<file path="config.mk">
export PLATFORM = sky130hd
export DESIGN_NAME = huffman_tree_text_decoder_unit
export DESIGN_NICKNAME = d
export VERILOG_FILES = /design/src/rtl/core/htd_pkg.sv /design/src/rtl/core/huffman_tree_text_decoder_unit.sv /design/src/rtl/core/htd_tree_rom.sv
export VERILOG_INCLUDE_DIRS = /design/src /design/src/rtl/core
export SDC_FILE = /design/constraint.sdc
export NUM_CORES = 1
export LEC_CHECK = 0
export BUFFER_PORTS_ARGS = -buffer_cell sky130_fd_sc_hd__buf_2
export CAP_MARGIN = 20
export CORE_ASPECT_RATIO = 0.8
export CORE_MARGIN = 5
export CORE_UTILIZATION = 35
export CTS_CLUSTER_DIAMETER = 200
export DETAILED_ROUTE_END_ITERATION = 16
export GPL_TIMING_DRIVEN = 1
export MAX_ROUTING_LAYER = met4
export PLACE_DENSITY = 0.56
export SYNTH_ARGS = -nofsm -noshare
export SYNTH_HDL_FRONTEND = slang
export SYNTH_SLANG_ARGS = --single-unit
</file>
<file path="constraint.sdc">
create_clock -name clk -period 5.4 [get_ports clk]
set_input_delay 1.08 -clock clk [delete_from_list [all_inputs] [get_ports clk]]
set_output_delay 1.08 -clock clk [all_outputs]
set_load 0.005 [all_outputs]
</file>
<file path="src/rtl/core/assert_macros.svh">
// Assertion macros shared by the decoder RTL.
// Define ASSERT_OFF to compile the checks out.
`ifndef ASSERT_MACROS_SVH
`define ASSERT_MACROS_SVH
`ifndef ASSERT_OFF
`define ASSERT_IMPLIES(label, clk, rst_n, cond, expr) \
  label: assert property (@(posedge clk) disable iff (!rst_n) (cond) |-> (expr)) \
    else $error("assertion failed");
`define ASSERT_NEXT(label, clk, rst_n, cond, expr) \
  label: assert property (@(posedge clk) disable iff (!rst_n) (cond) |=> (expr)) \
    else $error("assertion failed");
`define ASSERT_NEVER(label, clk, rst_n, cond) \
  label: assert property (@(posedge clk) disable iff (!rst_n) !(cond)) \
    else $error("assertion failed");
`else
`define ASSERT_IMPLIES(label, clk, rst_n, cond, expr)
`define ASSERT_NEXT(label, clk, rst_n, cond, expr)
`define ASSERT_NEVER(label, clk, rst_n, cond)
`endif
`endif

</file>
<file path="src/rtl/core/htd_pkg.sv">
// Constants and tree tables for the Huffman tree text decoder.
// No dependencies; used by htd_tree_rom and the top level.
package htd_pkg;

  localparam int unsigned TREE_ROM_DEPTH = 102;
  localparam int unsigned TBL_A_LEN = 102;
  localparam int unsigned TBL_B_LEN = 100;
  localparam int unsigned MAX_RESULTS = 4;

  localparam logic [7:0] NODE_FLAG = 8'h80;
  localparam logic [7:0] LOW7_MASK = 8'h7F;

  localparam logic [7:0] TREE_A [0:TBL_A_LEN-1] = '{
    8'ha1, 8'h81, 8'h8b, 8'h81, 8'h5e, 8'h81, 8'h81, 8'h45,
    8'h81, 8'h52, 8'h81, 8'h44, 8'h81, 8'h56, 8'h4b, 8'h81,
    8'h81, 8'h30, 8'h81, 8'h2d, 8'h81, 8'h4a, 8'h36, 8'h38,
    8'h81, 8'h20, 8'h83, 8'h81, 8'h81, 8'h48, 8'h59, 8'h43,
    8'h82, 8'h81, 8'h4d, 8'h57, 8'h81, 8'h2e, 8'h81, 8'h42,
    8'h84, 8'h81, 8'h31, 8'h81, 8'h5a, 8'h81, 8'h34, 8'h33,
    8'h86, 8'h81, 8'h51, 8'h81, 8'h81, 8'h32, 8'h81, 8'h25,
    8'h2b, 8'h81, 8'h23, 8'h28, 8'h81, 8'h3f, 8'h39, 8'h81,
    8'h37, 8'h2a, 8'h86, 8'h81, 8'h84, 8'h81, 8'h54, 8'h81,
    8'h81, 8'h4c, 8'h50, 8'h46, 8'h53, 8'h4f, 8'h82, 8'h81,
    8'h4e, 8'h41, 8'h49, 8'h81, 8'h81, 8'h55, 8'h81, 8'h47,
    8'h2c, 8'h81, 8'h81, 8'h58, 8'h27, 8'h81, 8'h81, 8'h21,
    8'h35, 8'h81, 8'h26, 8'h81, 8'h29, 8'h2f
  };

  localparam logic [7:0] TREE_B [0:TBL_B_LEN-1] = '{
    8'h9c, 8'h81, 8'h96, 8'h81, 8'h81, 8'h20, 8'h83, 8'h81,
    8'h81, 8'h48, 8'h59, 8'h43, 8'h82, 8'h81, 8'h4d, 8'h57,
    8'h81, 8'h2e, 8'h81, 8'h42, 8'h84, 8'h81, 8'h31, 8'h81,
    8'h5a, 8'h81, 8'h34, 8'h33, 8'h86, 8'h81, 8'h51, 8'h81,
    8'h81, 8'h32, 8'h81, 8'h25, 8'h2b, 8'h81, 8'h23, 8'h28,
    8'h81, 8'h3f, 8'h39, 8'h81, 8'h37, 8'h2a, 8'h84, 8'h81,
    8'h54, 8'h81, 8'h81, 8'h4c, 8'h50, 8'h46, 8'h53, 8'h4f,
    8'h8d, 8'h81, 8'h82, 8'h81, 8'h4e, 8'h41, 8'h49, 8'h81,
    8'h81, 8'h55, 8'h81, 8'h47, 8'h2c, 8'h81, 8'h81, 8'h58,
    8'h27, 8'h81, 8'h81, 8'h21, 8'h35, 8'h81, 8'h26, 8'h81,
    8'h29, 8'h2f, 8'h81, 8'h45, 8'h81, 8'h52, 8'h81, 8'h44,
    8'h81, 8'h56, 8'h4b, 8'h81, 8'h81, 8'h30, 8'h81, 8'h2d,
    8'h81, 8'h4a, 8'h36, 8'h38
  };

endpackage

</file>
<file path="src/rtl/core/huffman_tree_text_decoder_unit.sv">
// Huffman tree text decoder: code bits are shifted out one per cycle while the output has room, and walk the tree.
// A decoded character is registered in the output register; a held result stalls the walker.
// A msg_start byte supplies one code bit and any other byte eight; a new byte is accepted
// only when idle, once all its bits are walked or the char count is or becomes zero.
// Reset (rst_n, synchronous, active low) clears the walk, the count and table_select.
`include "assert_macros.svh"

module huffman_tree_text_decoder_unit (
  input  logic        clk,
  input  logic        rst_n,
  input  logic        cfg_we,
  input  logic        cfg_wdata,     // table_select
  input  logic        in_tvalid,
  output logic        in_tready,
  input  logic [15:0] in_tdata,      // [7:0] data_byte, [15:8] char_count
  input  logic        in_tuser,      // msg_start
  output logic        out_tvalid,
  input  logic        out_tready,
  output logic [7:0]  out_tdata,     // [6:0] char_out, [7] zero
  output logic        out_tlast      // last_char
);

  logic       sel_r, sel_nxt;
  logic       busy_r, busy_nxt;
  logic [7:0] bits_r, bits_nxt;
  logic [3:0] nbits_r, nbits_nxt;
  logic [6:0] offset_r, offset_nxt;
  logic [7:0] left_r, left_nxt;
  logic [2:0] res_cnt_r, res_cnt_nxt;
  logic       out_valid_r, out_valid_nxt;
  logic [6:0] out_char_r, out_char_nxt;
  logic       out_last_r, out_last_nxt;

  logic       accept;
  logic       room;
  logic       step;
  logic       emit;
  logic       is_leaf;
  logic [7:0] idx;
  logic [7:0] entry;

  htd_tree_rom u_rom (
    .idx     (idx),
    .tbl_sel (sel_r),
    .entry   (entry)
  );

  assign accept    = in_tvalid && in_tready;
  assign in_tready = !busy_r;
  assign room      = !out_valid_r || out_tready;
  assign idx       = {1'b0, offset_r} + {7'd0, bits_r[7]};
  assign is_leaf   = (entry & htd_pkg::NODE_FLAG) == 8'h00;
  assign step      = busy_r && (left_r != 8'd0) && room;
  assign emit      = step && is_leaf && (res_cnt_r < 3'(htd_pkg::MAX_RESULTS));

  always_comb begin
    sel_nxt       = sel_r;
    busy_nxt      = busy_r;
    bits_nxt      = bits_r;
    nbits_nxt     = nbits_r;
    offset_nxt    = offset_r;
    left_nxt      = left_r;
    res_cnt_nxt   = res_cnt_r;
    out_valid_nxt = out_valid_r;
    out_char_nxt  = out_char_r;
    out_last_nxt  = out_last_r;

    if (cfg_we) begin
      sel_nxt = cfg_wdata;
    end

    if (accept) begin
      busy_nxt    = 1'b1;
      res_cnt_nxt = 3'd0;
      if (in_tuser) begin
        left_nxt   = in_tdata[15:8];
        offset_nxt = 7'd0;
        bits_nxt   = {in_tdata[7], 7'd0};
        nbits_nxt  = 4'd1;
      end else begin
        bits_nxt  = {in_tdata[6:0], in_tdata[7]};
        nbits_nxt = 4'd8;
      end
    end else if (busy_r && (left_r == 8'd0)) begin
      busy_nxt = 1'b0;
    end else if (step) begin
      bits_nxt  = {bits_r[6:0], 1'b0};
      nbits_nxt = nbits_r - 4'd1;
      if (nbits_r == 4'd1) begin
        busy_nxt = 1'b0;
      end
      if (is_leaf) begin
        offset_nxt = 7'd0;
      end else begin
        offset_nxt = offset_r + {entry[5:0], 1'b0};
      end
      if (emit) begin
        left_nxt    = left_r - 8'd1;
        res_cnt_nxt = res_cnt_r + 3'd1;
      end
    end

    if (emit) begin
      out_valid_nxt = 1'b1;
      out_char_nxt  = entry[6:0] & htd_pkg::LOW7_MASK[6:0];
      out_last_nxt  = left_r == 8'd1;
    end else if (out_tready) begin
      out_valid_nxt = 1'b0;
    end
  end

  always_ff @(posedge clk) begin
    if (!rst_n) begin
      sel_r       <= 1'b0;
      busy_r      <= 1'b0;
      nbits_r     <= 4'd0;
      offset_r    <= 7'd0;
      left_r      <= 8'd0;
      res_cnt_r   <= 3'd0;
      out_valid_r <= 1'b0;
    end else begin
      sel_r       <= sel_nxt;
      busy_r      <= busy_nxt;
      nbits_r     <= nbits_nxt;
      offset_r    <= offset_nxt;
      left_r      <= left_nxt;
      res_cnt_r   <= res_cnt_nxt;
      out_valid_r <= out_valid_nxt;
    end
  end

  always_ff @(posedge clk) begin
    bits_r     <= bits_nxt;
    out_char_r <= out_char_nxt;
    out_last_r <= out_last_nxt;
  end

  assign out_tvalid = out_valid_r;
  assign out_tdata  = {1'b0, out_char_r};
  assign out_tlast  = out_last_r;

  `ASSERT_NEXT(a_idle_when_count_done, clk, rst_n, busy_r && (left_r == 8'd0), !busy_r)
  `ASSERT_NEXT(a_last_char, clk, rst_n, emit && (left_r == 8'd1), out_tvalid && out_tlast && ~|left_r)
  `ASSERT_NEVER(a_result_cap, clk, rst_n, res_cnt_r > 3'(htd_pkg::MAX_RESULTS))
  `ASSERT_IMPLIES(a_no_step_when_blocked, clk, rst_n, out_valid_r && !out_tready, !emit)

endmodule

</file>
<file path="src/rtl/core/htd_tree_rom.sv">
// Tree table lookup: selects one of the two trees and bounds the index.
// Depends on htd_pkg. Entries outside the selected tree read as zero.
module htd_tree_rom (
  input  logic [7:0] idx,
  input  logic       tbl_sel,
  output logic [7:0] entry
);

  logic in_depth;
  logic in_a;
  logic in_b;

  assign in_depth = {1'b0, idx} < 9'(htd_pkg::TREE_ROM_DEPTH);
  assign in_a     = idx < 8'(htd_pkg::TBL_A_LEN);
  assign in_b     = idx < 8'(htd_pkg::TBL_B_LEN);

  always_comb begin
    entry = 8'h00;
    if (in_depth) begin
      if (tbl_sel) begin
        if (in_b) begin
          entry = htd_pkg::TREE_B[idx[6:0]];
        end
      end else begin
        if (in_a) begin
          entry = htd_pkg::TREE_A[idx[6:0]];
        end
      end
    end
  end

endmodule
</file>
# --- Yosys cells after proc, flatten, opt, wreduce, memory -nomap -nowiden ---
# Memories as Yosys holds them, arrays and structs flattened.
# Index checks and enable logic that the tools add are counted.
op_classes:
  addsub: 5
  n_lt_le_gt_ge: 5
  eq_ne: 4
  mux: 32
  bitwise_logic: 3
  n_reduce_logical: 23
ops:
  columns: ["cell", "count"]
  rows:
  - ["8-bit two-way mux", 17]
  - ["7-bit two-way mux", 5]
  - ["8-bit by 7-bit less-than comparator with 1-bit output (second input constant)", 3]
  - ["8-bit zero test", 2]
  - ["4-bit two-way mux", 4]
  - ["7-bit by 1-bit adder with 8-bit output", 1]
  - ["8-bit by 1-bit equality test with 1-bit output (second input constant)", 1]
  - ["8-bit >= comparator (second input constant)", 1]
  - ["7-bit inverter with 8-bit output", 1]
  - ["8-bit nonzero test", 1]
  - ["8-bit by 1-bit subtractor with 8-bit output (second input constant)", 1]
  - ["7-bit adder", 1]
  - ["1-bit logical AND", 6]
  - ["1-bit two-way mux", 6]
  - ["3-bit AND reduction", 2]
  - ["2-bit nonzero test", 3]
  - ["3-bit nonzero test", 2]
  - ["4-bit by 1-bit equality test with 1-bit output (second input constant)", 1]
  - ["2-bit inequality test (second input constant)", 2]
  - ["2-bit AND reduction", 2]
  - ["4-bit AND reduction", 1]
  - ["4-bit by 1-bit subtractor with 4-bit output (second input constant)", 1]
  - ["3-bit by 1-bit adder with 3-bit output (second input constant)", 1]
  - ["3-bit less-than comparator (second input constant)", 1]
  - ["other kinds (4)", 6]
totals:
  reg_bits: 41
  rom_bits: 2048
  in_bits: 23
  out_inout_bits: 11
  word_cells: 85
  n_memories: 2
memory_table:
  columns: ["memory", "words", "width", "read_ports", "rd_clocked_by_memory_dff", "write_ports", "line_no", "text"]
  rows:
  - ["(no name shown)", 128, 8, 1, 0, 0, "htd_tree_rom.sv:22", "entry = htd_pkg::TREE_B[idx[6:0]];"]
  - ["(no name shown)", 128, 8, 1, 0, 0, "htd_tree_rom.sv:26", "entry = htd_pkg::TREE_A[idx[6:0]];"]

# --- Depth between registers and ports, before layout ---
depth:
  word_depth: 15
  mapped_depth: 22

# --- Modules after synthesis ---
# Synthesis repeated with hierarchy kept, for this count alone.
hier_totals:
  hier_cells: 644
  area_unflattened_um2: 4591.9
modules_own_cells:
  columns: ["mod", "n_inst", "cells_per_inst", "area_per_inst_um2"]
  rows:
  - ["htd_tree_rom", 1, 412, 2456.1]
  - ["huffman_tree_text_decoder_unit", 1, 232, 2135.8]

# --- Least setup slack after synthesis ---
# OpenSTA, ideal clock, no wires.
synth_path:
  kind: "flip-flop to flip-flop"
  startpoint: "register offset_r[1]"
  endpoint: "register offset_r[6]"
  setup_ns: 0.079
  arrival_ns: 4.068
  required_time_ns: 5.321
  setup_slack_ns: 1.253
  path_stages_with_launch: 23
  path_cell_list: "dfxtp_1 ha_1 clkbuf_1 inv_1 ha_1 clkbuf_1 clkbuf_1 nand2_1 nand2_1 nand2_1 o21ai_0 nor2_1 o311ai_0 o2111ai_1 a21oi_1 ha_1 a21o_1 a21oi_1 o21bai_1 a21oi_1 xnor2_1 nand4b_1 o211ai_1"
synth_between:
  elab_chain_cells: 13
  word_cells_on_any_way: 21
synth_rtl:
  columns: ["element", "line_no", "text"]
  rows:
  - ["start, declared", "huffman_tree_text_decoder_unit.sv:27", "logic [6:0] offset_r, offset_nxt;"]
  - ["start signal, assigned", "huffman_tree_text_decoder_unit.sv:125", "offset_r <= offset_nxt;"]
  - ["7-bit by 1-bit adder with 8-bit output *", "huffman_tree_text_decoder_unit.sv:51", "assign idx = {1'b0, offset_r} + {7'd0, bits_r[7]};"]
  - ["7-bit inverter with 8-bit output (not written as such)", "htd_tree_rom.sv:22, htd_tree_rom.sv:26", null]
  - ["memory read 128 x 8 bit (on tied branches)", null, null]
  - ["8-bit two-way mux (on tied branches) (2 in series)", "htd_tree_rom.sv:26, htd_tree_rom.sv:22", null]
  - ["8-bit two-way mux (on tied branches)", "htd_tree_rom.sv:25, htd_tree_rom.sv:21", null]
  - ["8-bit two-way mux", "htd_tree_rom.sv:20", "if (tbl_sel) begin"]
  - ["8-bit two-way mux *", "htd_tree_rom.sv:19", "if (in_depth) begin"]
  - ["via entry[1]", "huffman_tree_text_decoder_unit.sv:40", "logic [7:0] entry;"]
  - ["7-bit adder *", "huffman_tree_text_decoder_unit.sv:95", "offset_nxt = offset_r + {entry[5:0], 1'b0};"]
  - ["7-bit two-way mux *", "huffman_tree_text_decoder_unit.sv:92", "if (is_leaf) begin"]
  - ["7-bit two-way mux *", "huffman_tree_text_decoder_unit.sv:86", "end else if (step) begin"]
  - ["7-bit two-way mux *", "huffman_tree_text_decoder_unit.sv:84", "end else if (busy_r && (left_r == 8'd0)) begin"]
  - ["7-bit two-way mux *", "huffman_tree_text_decoder_unit.sv:72", "if (accept) begin"]
# Mark *: on every way through the listed nets, which the timed path passes. The rest lies on a longest branch. The select of a mux whose other input is x is not followed.
# A chain may end at the register's enable or synchronous reset.

# --- Final worst setup path ---
# Same ends and word-level chain as after synthesis.

==> key figures <==
Worst setup path
  • CP endpoint kind: flop
  • CP max stage cell: ha_1
  • Startpoint class of the critical path: flop
  • Worst-path cell chain: ha_1 > inv_1 > ha_2 > clkinv_1 > nor2_1 > a311oi_1 > o311ai_0 > o2111ai_1 > a21oi_1 > ha_1 > a21o_1 > a21oi_1 > o21bai_1 > a21oi_1 > xnor2_1 > nand4b_1 > o211ai_1
  • Req. time, crit path: 5.60 ns
  • Crit path kind: flop to flop
  • Slowest stage delay, CP: 0.52 ns
  • Crit path arrival time: 5.05 ns
  • Cell mode on critical path: a21oi_1
  • Max FO, Critical Path: 14

Die
  • Row cnt: 38
  • Area of the die: 16700 sq um
  • Core ar.: 13700 sq um
  • Die W: 143 um
  • Initial core utilization: 0.361
  • IO Count: 34
  • Chip height: 117 um

Timing
  • Final period util: 0.898
  • Setup TNS: 0 ns
  • Clk_skew: 0.00454 ns
  • Post-layout minimum cycle time: 4.85 ns
  • Final setup fails: 0
  • Fmax: 206 MHz
  • RSZ-0062 raised after global routing: false
  • Worst slew pin tran: 1.39 ns
  • Max transition margin: 0.0737
  • Final Hold Fails: 0
  • Final Slew Violations: 0

GRT
  • Initial antenna violation count: 0
  • GR Overflow Total: 0
  • GRT Resource Usage Total: 0.226
  • Number of global-route vias before repair: 5203
  • Largest net degree at the start of global routing: 77
  • First-pass GRT wire length: 29.2 mm

Place
  • Half-perimeter wire length after placement: 13.3 mm
  • Dpl cells: 861
  • Final GP Congestion: 1.01
  • IO Port Bufs: 32

Clocking
  • Number of buffers created by CTS: 5
  • Root Driver: clkbuf_16
  • Clock Pin Slew Worst Setup and Hold Paths: 0.06 ns
  • H-tree Lvls: 2
  • Clk buf depth: 2
  • Setup Buffers After CTS: 0
  • CTS tree: yes
  • Clock Latency Late Sink: 0.28 ns
  • Sinks on the clock net: 40

Power and ir drop
  • Leak: 0.00191 uW
  • VDD IR max: 0.000165 V
  • Power Dens Cells: 338 nW/um^2

Run
  • Max_cap viols: 0

Logic synthesis
  • Seq/Total Area, Yosys: 0.194
  • Count of cell types in the netlist: 80
  • Syn. warnings: 0
  • Mapped Cells: 706
  • Avg Cell Area, Syn: 7.03 sq um
  • Flop and latch count out of synthesis: 40
  • Ys async rst share: 0
  • EDFF count, synth: 16
  • Mapped Area: 4960 sq um
  • Most used flip-flop cell after synthesis: dfxtp_1

Finish
  • Area of the multi-input gates: 3660 sq um
  • Non-Filler Instances: 869
  • Ant diodes: 0
  • Reg area: 965 sq um
  • Synth-to-Final Area Change: 8.27%
  • Final nets: 732
  • Layout fillers: 1443
  • Share of post-route cells with drive strength above 1: 0.116

Routing
  • Pre-antenna DRT Iters: 5
  • Via/cell ratio: 6.73
  • Final wirelength: 18.7 mm
  • Antenna violation net count after detailed routing: 0
  • DR vias: 5847
  • Routed len/inst: 21.6 um
  • Iter 0 DRT Violations: 1034
  • DRC: 0

Hold path
  • Worst min-delay path class: flop to flop

Run status
  • Status: completed
==> layer usage <==
layer  share of wire  routed length, um  GRT usage  up-vias
met2            0.41               7640      0.308      419
met4           0.033                626     0.0716        0
met5               0                  0          -        -
met3            0.11               2150     0.0589       55
met1            0.44               8320      0.323     2772
li1                -                  -          -     2601
==> state kept, by name, indices dropped and copies added, names as in the netlist <==
register and count:
out_tvalid 1, sel_r 1, busy_r 1, bits_r 8, left_r 8, res_cnt_r 3
nbits_r 4, out_tlast 1, offset_r 6, out_char_r 7
==> stage by stage <==
stage | power (uW) | utilization | worst slack (ns) | hold slack, ns | instance area, sq um
floorplan | 1150 | - | 1.25 | 0.463 | 4970
global placement | 1440 | 0.378 | 0.361 | 0.477 | 5200
detailed placement | 1430 | 0.378 | 0.490 | 0.490 | 5200
CTS | 1770 | 0.391 | 0.451 | 0.497 | 5370
global route | 1930 | 0.391 | 0.236 | 0.539 | 5370
finish | 1810 | 0.391 | 0.551 | 0.494 | 5370
==> report_power, final <==
part           switching (uW)  leakage [uW]  internal [uW]
sequential               42.1      0.000351            359
clock                     117     0.0000804            219
combinational             705       0.00148            372
total                     864       0.00191            950
==> repair_timing <==
| item | CTS | global route |
|---|---|---|
| endpoints found under the setup margin | 0 | 1 |
| hold buffers | 0 | 0 |
| resized for setup | 0 | 1 |
==> critical path: cells and delay by family (launching register included) <==
family,cells,cell delay [ns]
adder cells (fa/ha/maj),3,1.25
XOR/XNOR,1,0.16
flip-flops,1,0.33
AO/OA/AOI/OAI,9,1.69
buffers and inverters,2,0.70
AND/OR/NAND/NOR,2,0.64
==> final timing paths <==
| kind | startpoint | to | slack [ns] | cells after the start |
|---|---|---|---|---|
| setup / recovery | offset_r[1] | offset_r[6] | 0.55 | 17 |
| hold / removal | left_r[7] | left_r[7] | 0.49 | 2 |
| setup reg to reg | offset_r[1] | offset_r[6] | 0.55 | 17 |
| hold reg to reg | left_r[7] | left_r[7] | 0.49 | 2 |
==> synthesized netlist by cell type (13+ instances only) <==
cell / number / area (sq um)
a211oi_1: 18 / 135
a21oi_1: 61 / 305
a31oi_1: 14 / 87.6
buf_1: 15 / 56.3
clkbuf_1: 46 / 173
dfxtp_1: 24 / 480
edfxtp_1: 16 / 480
ha_1: 20 / 250
inv_1: 16 / 60.1
nand2_1: 84 / 315
nand3_1: 17 / 85.1
nor2_1: 79 / 297
nor3_1: 13 / 65.1
o211ai_1: 14 / 105
o21ai_0: 55 / 275
==> cell families (layout without fill, tap and decap cells) <==
group           count (synthesis)  after routing  synth area share
fa+ha+maj                      21             21            0.0544
buf+inv                        93             75            0.0776
mux                            11             11            0.0300
simple gates                  255            255             0.238
xor+xnor                       16             16            0.0373
flops                          40             40             0.194
other cells                     1              2          0.000756
compound gates                269            269             0.368
==> final cells by class <==
class	count	area share
Multi-Input combinational cell	574	0.681
Sequential cell	40	0.180
Timing Repair Buffer	48	0.0522
Tap cell	180	0.0419
Clock buffer	5	0.0233
Inverter	19	0.0133
Clock inverter	3	0.00861
==> cells in the final DEF (no fill, tap or decap), types with 16 or more instances in the layout <==
cell type	count
inv_1	16
buf_2	32
a211oi_1	18
buf_4	16
dfxtp_1	23
nand2_1	84
edfxtp_1	16
a21oi_1	61
nor2_1	79
ha_1	19
o21ai_0	55
nand3_1	17
Power figures use the tool's default switching activity.
